--- config.mk ---
export PLATFORM = sky130hd
export DESIGN_NAME = quad_x_motor_mixer_arming_core_flat
export DESIGN_NICKNAME = d
export VERILOG_FILES = /design/src/rtl/qxmm_pkg.sv /design/src/rtl/qxmm_req_if.sv /design/src/rtl/qxmm_rsp_if.sv /design/src/rtl/qxmm_mix.sv /design/src/rtl/quad_x_motor_mixer_arming_core.sv /design/src/flat_wrapper.sv
export SDC_FILE = /design/constraint.sdc
export NUM_CORES = 1
export LEC_CHECK = 0
export ABC_AREA = 0
export BUFFER_PORTS_ARGS = -buffer_cell sky130_fd_sc_hd__buf_4
export CORE_MARGIN = 3
export CORE_UTILIZATION = 48
export CTS_BUF_LIST = sky130_fd_sc_hd__clkbuf_16
export DETAILED_ROUTE_END_ITERATION = 8
export GPL_TIMING_DRIVEN = 0
export PLACE_DENSITY = 0.66
export SYNTH_ARGS = -nofsm -noshare
export SYNTH_HDL_FRONTEND = slang
export SYNTH_SLANG_ARGS = --single-unit
--- constraint.sdc ---
create_clock -name clock -period 34.1 [get_ports clock]
set_clock_uncertainty 0.1 [all_clocks]
set_input_delay 1.705 -clock clock [delete_from_list [all_inputs] [get_ports clock]]
set_output_delay 1.705 -clock clock [all_outputs]
set_load 0.02 [all_outputs]
--- src/rtl/qxmm_pkg.sv ---
// ----------------------------------------------------------------------------
// Quad X motor mixer package
// Shared types, widths, register indexes and reset values of the mixer.
// ----------------------------------------------------------------------------
package qxmm_pkg;

   // Field widths.
   localparam int unsigned ThrW   = 12;
   localparam int unsigned DriveW = 16;
   localparam int unsigned PwmW   = 12;
   localparam int unsigned CountW = 16;
   localparam int unsigned CsrW   = 16;
   localparam int unsigned CsrIdxW = 3;
   localparam int unsigned Motors = 4;

   // Width of the wide mixer sum: base plus three signed drives.
   localparam int unsigned MixW = 19;

   // Operating modes, in the encoding reported on the result channel.
   typedef enum logic [1:0] {
      MODE_WAIT_ARM = 2'd0,
      MODE_WAIT_THR = 2'd1,
      MODE_RUN      = 2'd2,
      MODE_EXIT     = 2'd3
   } mode_type;

   // Configuration register indexes.
   typedef enum logic [CsrIdxW-1:0] {
      CSR_ARM_THROTTLE_LEVEL = 3'd0,
      CSR_THROTTLE_OFFSET    = 3'd1,
      CSR_LOW_THROTTLE_LEVEL = 3'd2,
      CSR_LOW_THROTTLE_TICKS = 3'd3,
      CSR_BASE_THRUST_CAP    = 3'd4,
      CSR_OUTPUT_MAX         = 3'd5
   } csr_index_type;

   // Reset values of the configuration registers.
   localparam logic [ThrW-1:0]   ArmThrottleLevelRst = 12'd1100;
   localparam logic [ThrW-1:0]   ThrottleOffsetRst   = 12'd1000;
   localparam logic [ThrW-1:0]   LowThrottleLevelRst = 12'd10;
   localparam logic [CountW-1:0] LowThrottleTicksRst = 16'd300;
   localparam logic [ThrW-1:0]   BaseThrustCapRst    = 12'd800;
   localparam logic [PwmW-1:0]   OutputMaxRst        = 12'd1000;

   // Motor compare values, front right, front left, rear right, rear left.
   typedef logic [Motors-1:0][PwmW-1:0] motor_vec_type;

   // Rate controller drives passed to the mixer.
   typedef struct packed {
      logic signed [DriveW-1:0] roll;
      logic signed [DriveW-1:0] pitch;
      logic signed [DriveW-1:0] yaw;
   } drive_type;

endpackage

--- src/rtl/qxmm_req_if.sv ---
// ----------------------------------------------------------------------------
// Quad X motor mixer request channel
// Valid/ready channel carrying one control tick to the mixer.
// ----------------------------------------------------------------------------
interface qxmm_req_if;
   logic                                      valid;
   logic                                      ready;
   logic                                      armed;
   logic        [qxmm_pkg::ThrW-1:0]          throttle_raw;
   logic signed [qxmm_pkg::DriveW-1:0]        roll_rate_drive;
   logic signed [qxmm_pkg::DriveW-1:0]        pitch_rate_drive;
   logic signed [qxmm_pkg::DriveW-1:0]        yaw_rate_drive;

   modport source (
      output valid, armed, throttle_raw, roll_rate_drive, pitch_rate_drive,
             yaw_rate_drive,
      input  ready
   );

   modport sink (
      input  valid, armed, throttle_raw, roll_rate_drive, pitch_rate_drive,
             yaw_rate_drive,
      output ready
   );
endinterface

--- src/rtl/qxmm_rsp_if.sv ---
// ----------------------------------------------------------------------------
// Quad X motor mixer response channel
// Valid/ready channel carrying motor values, reset pulses and mode.
// ----------------------------------------------------------------------------
interface qxmm_rsp_if;
   logic                          valid;
   logic                          ready;
   logic [qxmm_pkg::PwmW-1:0]     front_right_pwm;
   logic [qxmm_pkg::PwmW-1:0]     front_left_pwm;
   logic [qxmm_pkg::PwmW-1:0]     rear_right_pwm;
   logic [qxmm_pkg::PwmW-1:0]     rear_left_pwm;
   logic                          pid_reset;
   logic                          yaw_reset;
   logic [1:0]                    mode;

   modport source (
      output valid, front_right_pwm, front_left_pwm, rear_right_pwm, rear_left_pwm,
             pid_reset, yaw_reset, mode,
      input  ready
   );

   modport sink (
      input  valid, front_right_pwm, front_left_pwm, rear_right_pwm, rear_left_pwm,
             pid_reset, yaw_reset, mode,
      output ready
   );
endinterface

--- src/rtl/qxmm_mix.sv ---
// ----------------------------------------------------------------------------
// Quad X motor mixer arithmetic
// Applies the X-frame signs to the base thrust and clamps each motor value.
// ----------------------------------------------------------------------------
module qxmm_mix (
   input  logic [qxmm_pkg::ThrW-1:0] base_thrust,
   input  qxmm_pkg::drive_type       drive,
   input  logic [qxmm_pkg::PwmW-1:0] output_max,
   output qxmm_pkg::motor_vec_type   motor
);

   localparam int unsigned MixW = qxmm_pkg::MixW;
   localparam int unsigned ExtW = MixW - qxmm_pkg::DriveW;

   logic signed [MixW-1:0] base_s;
   logic signed [MixW-1:0] roll_s;
   logic signed [MixW-1:0] pitch_s;
   logic signed [MixW-1:0] yaw_s;
   logic signed [MixW-1:0] max_s;
   logic signed [MixW-1:0] mix [qxmm_pkg::Motors];

   // Extend everything to the full sum width so that nothing wraps.
   assign base_s  = signed'({{(MixW - qxmm_pkg::ThrW){1'b0}}, base_thrust});
   assign roll_s  = signed'({{ExtW{drive.roll[qxmm_pkg::DriveW-1]}}, drive.roll});
   assign pitch_s = signed'({{ExtW{drive.pitch[qxmm_pkg::DriveW-1]}}, drive.pitch});
   assign yaw_s   = signed'({{ExtW{drive.yaw[qxmm_pkg::DriveW-1]}}, drive.yaw});
   assign max_s   = signed'({{(MixW - qxmm_pkg::PwmW){1'b0}}, output_max});

   // X-frame mix: front right, front left, rear right, rear left.
   assign mix[0] = base_s + roll_s + pitch_s + yaw_s;
   assign mix[1] = base_s - roll_s + pitch_s - yaw_s;
   assign mix[2] = base_s + roll_s - pitch_s - yaw_s;
   assign mix[3] = base_s - roll_s - pitch_s + yaw_s;

   // Clamp each sum to the range from zero to the output maximum.
   always_comb begin
      for (int i = 0; i < qxmm_pkg::Motors; i++) begin
         if (mix[i] < 0) begin
            motor[i] = '0;
         end else if (mix[i] > max_s) begin
            motor[i] = output_max;
         end else begin
            motor[i] = mix[i][qxmm_pkg::PwmW-1:0];
         end
      end
   end

endmodule

--- src/rtl/quad_x_motor_mixer_arming_core.sv ---
// ----------------------------------------------------------------------------
// Quad X motor mixer with arming sequence
// Control tick in, four motor compare values and controller resets out.
// ----------------------------------------------------------------------------
// Each request on req carries one control tick: the arm flag, the raw throttle
// and the roll, pitch and yaw rate drives. Each request gives exactly one
// response on rsp with the four motor values, the PID and yaw reset pulses and
// the mode after the tick. Both channels use valid/ready.
// A request is captured in an input register; the arming state machine and the
// mixer then produce the response into an output register, which drives
// rsp.valid. One request is taken every cycle while the receiver does not
// stall; the loop through the mode, low-throttle counter and motor registers
// sets that rate.
// When the receiver stalls, the response is held and the input register still
// takes one more request; req.ready falls only when both registers are full.
// Reset (synchronous, active high) returns the mode to wait-for-arm, clears the
// counter and motors, and loads the register defaults. The csr port writes a
// register by index; writes are expected only while the block is idle.
// ----------------------------------------------------------------------------
module quad_x_motor_mixer_arming_core (
   input  logic                              clock,
   input  logic                              reset,
   qxmm_req_if.sink                          req,
   qxmm_rsp_if.source                        rsp,
   input  logic                              csr_write_en,
   input  logic [qxmm_pkg::CsrIdxW-1:0]      csr_index,
   input  logic [qxmm_pkg::CsrW-1:0]         csr_data
);

   localparam int unsigned ThrW   = qxmm_pkg::ThrW;
   localparam int unsigned PwmW   = qxmm_pkg::PwmW;
   localparam int unsigned CountW = qxmm_pkg::CountW;

   // Configuration registers.
   logic [ThrW-1:0]   arm_level_ff;
   logic [ThrW-1:0]   offset_ff;
   logic [ThrW-1:0]   low_level_ff;
   logic [CountW-1:0] low_ticks_ff;
   logic [ThrW-1:0]   cap_ff;
   logic [PwmW-1:0]   output_max_ff;

   // Input register.
   logic                s1_valid_ff;
   logic                s1_valid_in;
   logic                s1_armed_ff;
   logic [ThrW-1:0]     s1_thr_ff;
   qxmm_pkg::drive_type s1_drive_ff;

   // Arming state.
   qxmm_pkg::mode_type      mode_ff;
   qxmm_pkg::mode_type      mode_in;
   logic [CountW-1:0]       count_ff;
   logic [CountW-1:0]       count_in;
   qxmm_pkg::motor_vec_type motor_ff;
   qxmm_pkg::motor_vec_type motor_in;

   // Output register.
   logic                    rsp_valid_ff;
   logic                    rsp_valid_in;
   qxmm_pkg::motor_vec_type pwm_ff;
   qxmm_pkg::motor_vec_type pwm_in;
   logic                    pid_ff;
   logic                    pid_in;
   logic                    yaw_ff;
   logic                    yaw_in;
   qxmm_pkg::mode_type      rsp_mode_ff;

   // Handshake and datapath signals.
   logic                    req_fire;
   logic                    s1_advance;
   logic                    s1_fire;
   qxmm_pkg::mode_type      mode_eff;
   logic signed [ThrW:0]    temp;
   logic                    low_thr;
   logic [ThrW-1:0]         base;
   logic [CountW-1:0]       count_inc;
   logic                    start_run;
   qxmm_pkg::motor_vec_type mix_motor;

   // Handshake: the input register moves on when the output register is free.
   assign s1_advance   = !rsp_valid_ff || rsp.ready;
   assign s1_fire      = s1_valid_ff && s1_advance;
   assign req.ready    = !s1_valid_ff || s1_advance;
   assign req_fire     = req.valid && req.ready;
   assign s1_valid_in  = req_fire ? 1'b1 : (s1_advance ? 1'b0 : s1_valid_ff);
   assign rsp_valid_in = s1_advance ? s1_valid_ff : rsp_valid_ff;

   // Configuration writes; an index beyond the list is ignored.
   always_ff @(posedge clock) begin
      if (reset) begin
         arm_level_ff  <= qxmm_pkg::ArmThrottleLevelRst;
         offset_ff     <= qxmm_pkg::ThrottleOffsetRst;
         low_level_ff  <= qxmm_pkg::LowThrottleLevelRst;
         low_ticks_ff  <= qxmm_pkg::LowThrottleTicksRst;
         cap_ff        <= qxmm_pkg::BaseThrustCapRst;
         output_max_ff <= qxmm_pkg::OutputMaxRst;
      end else if (csr_write_en) begin
         case (qxmm_pkg::csr_index_type'(csr_index))
            qxmm_pkg::CSR_ARM_THROTTLE_LEVEL: arm_level_ff  <= csr_data[ThrW-1:0];
            qxmm_pkg::CSR_THROTTLE_OFFSET:    offset_ff     <= csr_data[ThrW-1:0];
            qxmm_pkg::CSR_LOW_THROTTLE_LEVEL: low_level_ff  <= csr_data[ThrW-1:0];
            qxmm_pkg::CSR_LOW_THROTTLE_TICKS: low_ticks_ff  <= csr_data[CountW-1:0];
            qxmm_pkg::CSR_BASE_THRUST_CAP:    cap_ff        <= csr_data[ThrW-1:0];
            qxmm_pkg::CSR_OUTPUT_MAX:         output_max_ff <= csr_data[PwmW-1:0];
            default: begin
            end
         endcase
      end
   end

   // Input register.
   always_ff @(posedge clock) begin
      if (reset) begin
         s1_valid_ff <= 1'b0;
      end else begin
         s1_valid_ff <= s1_valid_in;
      end
      if (req_fire) begin
         s1_armed_ff       <= req.armed;
         s1_thr_ff         <= req.throttle_raw;
         s1_drive_ff.roll  <= req.roll_rate_drive;
         s1_drive_ff.pitch <= req.pitch_rate_drive;
         s1_drive_ff.yaw   <= req.yaw_rate_drive;
      end
   end

   // Offset throttle, low-throttle test and clamped base thrust.
   assign temp      = signed'({1'b0, s1_thr_ff}) - signed'({1'b0, offset_ff});
   assign low_thr   = temp < signed'({1'b0, low_level_ff});
   assign count_inc = count_ff + CountW'(1);
   assign start_run = s1_thr_ff > arm_level_ff;

   always_comb begin
      if (temp < 0) begin
         base = '0;
      end else if (temp > signed'({1'b0, cap_ff})) begin
         base = cap_ff;
      end else begin
         base = temp[ThrW-1:0];
      end
   end

   qxmm_mix u_mix (
      .base_thrust (base),
      .drive       (s1_drive_ff),
      .output_max  (output_max_ff),
      .motor       (mix_motor)
   );

   // Arming state machine: a cleared arm flag forces the exit mode at once.
   assign mode_eff = s1_armed_ff ? mode_ff : qxmm_pkg::MODE_EXIT;

   always_comb begin
      mode_in  = mode_ff;
      count_in = count_ff;
      motor_in = motor_ff;
      pid_in   = 1'b0;
      yaw_in   = 1'b0;
      case (mode_eff)
         qxmm_pkg::MODE_WAIT_ARM, qxmm_pkg::MODE_WAIT_THR: begin
            // Waiting for arm drops straight into waiting for throttle.
            if (mode_eff == qxmm_pkg::MODE_WAIT_ARM) begin
               motor_in = '0;
            end
            mode_in = qxmm_pkg::MODE_WAIT_THR;
            if (start_run) begin
               count_in = '0;
               pid_in   = 1'b1;
               yaw_in   = 1'b1;
               mode_in  = qxmm_pkg::MODE_RUN;
            end
         end
         qxmm_pkg::MODE_RUN: begin
            motor_in = mix_motor;
            if (low_thr) begin
               count_in = count_inc;
               // Sustained low throttle: stop the motors and wait again.
               if (count_inc > low_ticks_ff) begin
                  pid_in   = 1'b1;
                  motor_in = '0;
                  mode_in  = qxmm_pkg::MODE_WAIT_THR;
               end
            end else begin
               count_in = '0;
            end
         end
         qxmm_pkg::MODE_EXIT: begin
            motor_in = '0;
            mode_in  = qxmm_pkg::MODE_WAIT_ARM;
         end
         default: begin
            mode_in = qxmm_pkg::MODE_WAIT_ARM;
         end
      endcase
   end

   // Held motor values are clamped again to the present output maximum.
   always_comb begin
      for (int i = 0; i < qxmm_pkg::Motors; i++) begin
         pwm_in[i] = (motor_in[i] > output_max_ff) ? output_max_ff : motor_in[i];
      end
   end

   // State registers, updated once per processed request.
   always_ff @(posedge clock) begin
      if (reset) begin
         mode_ff  <= qxmm_pkg::MODE_WAIT_ARM;
         count_ff <= '0;
         motor_ff <= '0;
      end else if (s1_fire) begin
         mode_ff  <= mode_in;
         count_ff <= count_in;
         motor_ff <= motor_in;
      end
   end

   // Output register.
   always_ff @(posedge clock) begin
      if (reset) begin
         rsp_valid_ff <= 1'b0;
      end else begin
         rsp_valid_ff <= rsp_valid_in;
      end
      if (s1_fire) begin
         pwm_ff      <= pwm_in;
         pid_ff      <= pid_in;
         yaw_ff      <= yaw_in;
         rsp_mode_ff <= mode_in;
      end
   end

   assign rsp.valid           = rsp_valid_ff;
   assign rsp.front_right_pwm = pwm_ff[0];
   assign rsp.front_left_pwm  = pwm_ff[1];
   assign rsp.rear_right_pwm  = pwm_ff[2];
   assign rsp.rear_left_pwm   = pwm_ff[3];
   assign rsp.pid_reset       = pid_ff;
   assign rsp.yaw_reset       = yaw_ff;
   assign rsp.mode            = rsp_mode_ff;

   // Outside the running mode the stored motor values are always zero.
   assert property (@(posedge clock) disable iff (reset)
      (mode_ff != qxmm_pkg::MODE_RUN) |-> (motor_ff == '0))
      else $error("motor values not zero outside running mode");

   // A disarmed request always ends in wait-for-arm.
   assert property (@(posedge clock) disable iff (reset)
      (s1_fire && !s1_armed_ff) |=> (mode_ff == qxmm_pkg::MODE_WAIT_ARM))
      else $error("disarm did not return to wait-for-arm");

   // A yaw reset only comes with a PID reset on entry to the running mode.
   assert property (@(posedge clock) disable iff (reset)
      (rsp_valid_ff && yaw_ff) |-> (pid_ff && rsp_mode_ff == qxmm_pkg::MODE_RUN))
      else $error("yaw reset without start of running");

   // Every issued motor value respects the output maximum.
   assert property (@(posedge clock) disable iff (reset)
      rsp_valid_ff |-> (pwm_ff[0] <= output_max_ff && pwm_ff[1] <= output_max_ff &&
                        pwm_ff[2] <= output_max_ff && pwm_ff[3] <= output_max_ff))
      else $error("motor value above output maximum");

endmodule

--- src/flat_wrapper.sv ---
// flat-port wrapper written by rule: the top's interface ports become plain ports
module quad_x_motor_mixer_arming_core_flat 
  (clock, reset, csr_write_en, csr_index, csr_data, req_valid, req_armed, req_throttle_raw, req_roll_rate_drive, req_pitch_rate_drive, req_yaw_rate_drive, req_ready, rsp_valid, rsp_front_right_pwm, rsp_front_left_pwm, rsp_rear_right_pwm, rsp_rear_left_pwm, rsp_pid_reset, rsp_yaw_reset, rsp_mode, rsp_ready);
  qxmm_req_if req_i ();
  qxmm_rsp_if rsp_i ();
  input  logic clock;
  input  logic reset;
  input  logic csr_write_en;
  input  logic [qxmm_pkg::CsrIdxW-1:0] csr_index;
  input  logic [qxmm_pkg::CsrW-1:0] csr_data;
  input wire logic [$bits(req_i.valid)-1:0] req_valid;
  input wire logic [$bits(req_i.armed)-1:0] req_armed;
  input wire logic [$bits(req_i.throttle_raw)-1:0] req_throttle_raw;
  input wire logic [$bits(req_i.roll_rate_drive)-1:0] req_roll_rate_drive;
  input wire logic [$bits(req_i.pitch_rate_drive)-1:0] req_pitch_rate_drive;
  input wire logic [$bits(req_i.yaw_rate_drive)-1:0] req_yaw_rate_drive;
  output wire logic [$bits(req_i.ready)-1:0] req_ready;
  output wire logic [$bits(rsp_i.valid)-1:0] rsp_valid;
  output wire logic [$bits(rsp_i.front_right_pwm)-1:0] rsp_front_right_pwm;
  output wire logic [$bits(rsp_i.front_left_pwm)-1:0] rsp_front_left_pwm;
  output wire logic [$bits(rsp_i.rear_right_pwm)-1:0] rsp_rear_right_pwm;
  output wire logic [$bits(rsp_i.rear_left_pwm)-1:0] rsp_rear_left_pwm;
  output wire logic [$bits(rsp_i.pid_reset)-1:0] rsp_pid_reset;
  output wire logic [$bits(rsp_i.yaw_reset)-1:0] rsp_yaw_reset;
  output wire logic [$bits(rsp_i.mode)-1:0] rsp_mode;
  input wire logic [$bits(rsp_i.ready)-1:0] rsp_ready;
  assign req_i.valid = req_valid;
  assign req_i.armed = req_armed;
  assign req_i.throttle_raw = req_throttle_raw;
  assign req_i.roll_rate_drive = req_roll_rate_drive;
  assign req_i.pitch_rate_drive = req_pitch_rate_drive;
  assign req_i.yaw_rate_drive = req_yaw_rate_drive;
  assign req_ready = req_i.ready;
  assign rsp_valid = rsp_i.valid;
  assign rsp_front_right_pwm = rsp_i.front_right_pwm;
  assign rsp_front_left_pwm = rsp_i.front_left_pwm;
  assign rsp_rear_right_pwm = rsp_i.rear_right_pwm;
  assign rsp_rear_left_pwm = rsp_i.rear_left_pwm;
  assign rsp_pid_reset = rsp_i.pid_reset;
  assign rsp_yaw_reset = rsp_i.yaw_reset;
  assign rsp_mode = rsp_i.mode;
  assign rsp_i.ready = rsp_ready;
  quad_x_motor_mixer_arming_core u_core (.clock(clock), .reset(reset), .req(req_i), .rsp(rsp_i), .csr_write_en(csr_write_en), .csr_index(csr_index), .csr_data(csr_data));
endmodule
==> summary.md <==
| Metric | Value |
|---|---|
| Status | completed |
| Global route overflow | 0 |
| Leading cell type in the layout, fill and taps excluded | nand2_1 |
| Reg2reg end | u_core.rsp.front_left_pwm[3]$_DFFE_PP_ |
| Syn_area_per_cell | just under 9 um^2 |
| Slowest CP cell | nor4_4 |
| Commonest non-fill, non-tap cells in the layout | nand2_1, ha_1, inv_1 |
| Fraction of registers with async set/reset | 0% |
| CTS root buf | clkbuf_16 |
| Clk slew on worst S/H paths | 60 ps |
| Share of layout cells above drive strength 1 | approximately a tenth |
| # IOs | between 100 and 150 |
| Hold Path Origin | u_core.motor_ff[7]$_SDFFE_PP0P_ |
| Die Area | approximately 0.047 mm^2 |
| # port buffers | 137 |
| Nets | roughly 3.0k |
| HPWL Detailed | roughly 52 mm |
| Critical path endpoint category | register |
| Final setup violation count | 0 |
| Tot GR Track Use | between 20% and 30% |
| P_sw | approximately 0.76 mW |
| Critical path required time | around 34000 ps |
| Clock power share | between 20% and 30% |
| Combinational fraction of design power | 59.4% |
| YS warnings | 0 |
| Fin Hold WS | about 350 ps |
| Switching Share | between 40% and 50% |
| Worst-margin pin slew | 1090 ps |
| Period utilisation layout | between 40% and 50% |
| R2R depth | 54 |
| Cts hold-fix bufs | 0 |
| Max-cap viol count | 0 |
| CP top delay family | compound AO/OA/AOI/OAI gates |
| Initial drt markers | around 1.6k |
| Slew margin rel. | a little over a quarter |
| Initial antenna violation count | 0 |
| Critical Path Fanout Max | 10 |
| Worst vdd ir | ~40 uV |
| CP bufs+invs | 3 |
| Gp weighted congestion | between 0.9 and 1 |
| Worst-Skew Late Latency | about 580 ps |
| Worst Hold End | u_core.motor_ff[7]$_SDFFE_PP0P_ |
| Drt drc | 0 |
| Top cell type's share of synthesized area | between 15 and 20% |
| # diodes | 0 |
| Grt met1 use | between 30% and 40% |
| Crit path time final | 14280 ps |
| Grt met3 use | under 10% |
| CTS tree | built |
| Row count | 76 |
| Grt met2 use | a little over two fifths |
| Vias in the first global route | ~18k |
| Yosys reg bits | ~260 |
| Final hold violations | 0 |
| Num CTS Buffers | 31 |
| Layout Utilization | between 50% and 60% |
| Largest cells by area after synthesis | edfxtp_1, ha_1, dfxtp_1 |
| Int Pwr | a little over 0.9 mW |
| Antenna-violating nets left | 0 |
| Drt wl/cell | ~20 um |
| Unrepaired setup endpoints after global routing | false |
| Syn_nets | roughly 2.8k |
| CP dominant cell by count | o21ai_0 |
| Sequential share of power | between 20% and 30% |
| Die Y | about 220 um |
| Hold depth | 2 |
| Post-synth EDFFs | around 110 |
| Largest net degree at the start of global routing | 62 |
| Routed wire length | between 60 and 70 mm |
| Setup Total Neg Slack | 0 ps |
| Reg2reg setup slack | about 20000 ps |
| Core area | 0.0435 mm^2 |
| Post-CTS setup buffer count | 0 |
| Largest stage delay, worst path | just over 700 ps |
| R2R Path Start | u_core.s1_thr_ff[1]$_DFFE_PP_ |
| Global-route wire length before repair | around 100 mm |
| CP Launch Point | u_core.s1_thr_ff[1]$_DFFE_PP_ |
| Grt peak-use layer | met2 |
| WP data arrival | 14510 ps |
| # clock sinks | 257 |
| Register area share after synthesis | between 20% and 30% |
| Leakage | approximately 11 nW |
| Post-Syn Instances | approximately 2.4k |
| Unique masters post-synth | slightly below 90 |
| Critical path startpoint category | register |
| DR vias/cell | between 5 and 6 |
| CTS H-Tree Depth | 1 |
| DR pass1 iterations | 7 |
| Leading area contributor after synthesis | edfxtp_1 |
| DR vias | about 19k |
| Crit Path Class | reg2reg |
| Max Slew Vio Count | 0 |
| Resized cells post-CTS | 0 |
| Mapped Area | between 0.02 and 0.025 mm^2 |
| Area delta synth->final | 13.2% |
| Worst min-delay path class | reg2reg |
| CTS Buffer Depth | 3 |
| Starting Density | approximately half |
| Pwr/cell area | roughly 70 mW/mm^2 |
| Fmax | about 70 MHz |
| Die Width | ~220 um |
| Main synth FF type | dfxtp_1 |
==> sequential cells by signal (all words and copies together), names as in the netlist, 12 cells and up <==
signal,cells
u_core.rsp.front_left_pwm,12
u_core.rsp.rear_left_pwm,12
u_core.output_max_ff,12
u_core.count_ff,16
u_core.motor_ff,48
u_core.cap_ff,12
u_core.low_ticks_ff,16
u_core.s1_thr_ff,12
u_core.low_level_ff,12
u_core.rsp.rear_right_pwm,12
u_core.s1_drive_ff,48
u_core.arm_level_ff,12
u_core.offset_ff,12
u_core.rsp.front_right_pwm,12
==> per-layer routing <==
metal | share of wire, % | wire length [um]
met1 | 45 | 29600
met2 | 44 | 28800
met3 | 6.9 | 4500
met4 | 4.0 | 2640
met5 | 0 | 0
==> worst max-delay path by stage <==
stage                                        endpoint  slack (ps)  cells past startpoint
6_report       u_core.rsp.front_left_pwm[3]$_DFFE_PP_       19820                     54
3_3_place_gp   u_core.rsp.front_left_pwm[3]$_DFFE_PP_       20040                     54
5_1_grt        u_core.rsp.front_left_pwm[3]$_DFFE_PP_       18850                     54
4_1_cts        u_core.rsp.front_left_pwm[3]$_DFFE_PP_       19900                     54
2_1_floorplan  u_core.rsp.front_left_pwm[3]$_DFFE_PP_       22830                     56
3_5_place_dp   u_core.rsp.front_left_pwm[3]$_DFFE_PP_       19970                     54
==> worst register-to-register path: cells and delay by family (launching register included) <==
kind                       cells  cell delay [ps]
and+or+nand+nor               14             2900
xor gates and xnor gates       3              890
buffers and inverters          3             1180
muxes                          2              670
adders and majority gates      8             2880
DFF                            1              430
AOI/OAI and AO/OA             24             4940
==> cell type report <==
class / instances / area (um^2)
Clock buffer: 33 / 826
Inverter: 219 / 822
Multi-Input combinational cell: 1861 / 13900
Sequential cell: 257 / 6280
Fill cell: 3983 / 19300
Buffer: 85 / 357
Tap cell: 585 / 732
Clock inverter: 25 / 214
Timing Repair Buffer: 138 / 1030
==> metrics by stage <==
| step | setup slack, ps | total power [mW] | instances | area [um^2] |
|---|---|---|---|---|
| global placement | 20040 | 1.29 | 3144 | 23100 |
| floorplan | 22830 | 1.03 | 2422 | 21300 |
| CTS | 19900 | 1.66 | 3203 | 24100 |
| detailed placement | 19970 | 1.31 | 3145 | 23100 |
| finish | 19820 | 1.67 | 3203 | 24100 |
| global route | 18850 | 1.78 | 3203 | 24100 |
==> cells in the mapped netlist, drive strengths merged (14+ instances only) <==
master and number:
and3 24, xor2 35, clkbuf 74, fa 70, edfxtp 113, or3 17
nand2b 36, a211oi 20, xnor2 59, inv 219, nand3 22, nor2b 47
a211o 24, o21bai 15, dfxtp 144, nand4 38, o21a 37, o221ai 21
nand3b 25, a21o 46, mux2 18, ha 254, nor3 42, a21oi 181
mux2i 57, o21ai 177, nor2 151, o22ai 14, nand2 271
==> power by group through the flow <==
stage	Clock [mW]	Sequential, mW	Combinational, mW
CTS	0.342	0.343	0.971
detailed placement	0	0.349	0.965
global placement	0	0.350	0.941
finish	0.336	0.343	0.992
floorplan	0	0.351	0.680
global route	0.356	0.344	1.08
==> cell families (layout without fill, tap and decap cells) <==
logic type / Yosys count / count (layout) / share of synthesized area, %
and+or+nand+nor: 711 / 711 / 16.0
AOI/OAI and AO/OA: 652 / 652 / 19.9
adders and majority gates: 329 / 329 / 21.7
buffers and inverters: 304 / 500 / 5.51
DFF: 257 / 257 / 29.4
xor gates and xnor gates: 94 / 94 / 3.86
muxes: 75 / 75 / 3.62
Power figures use the tool's default switching activity.
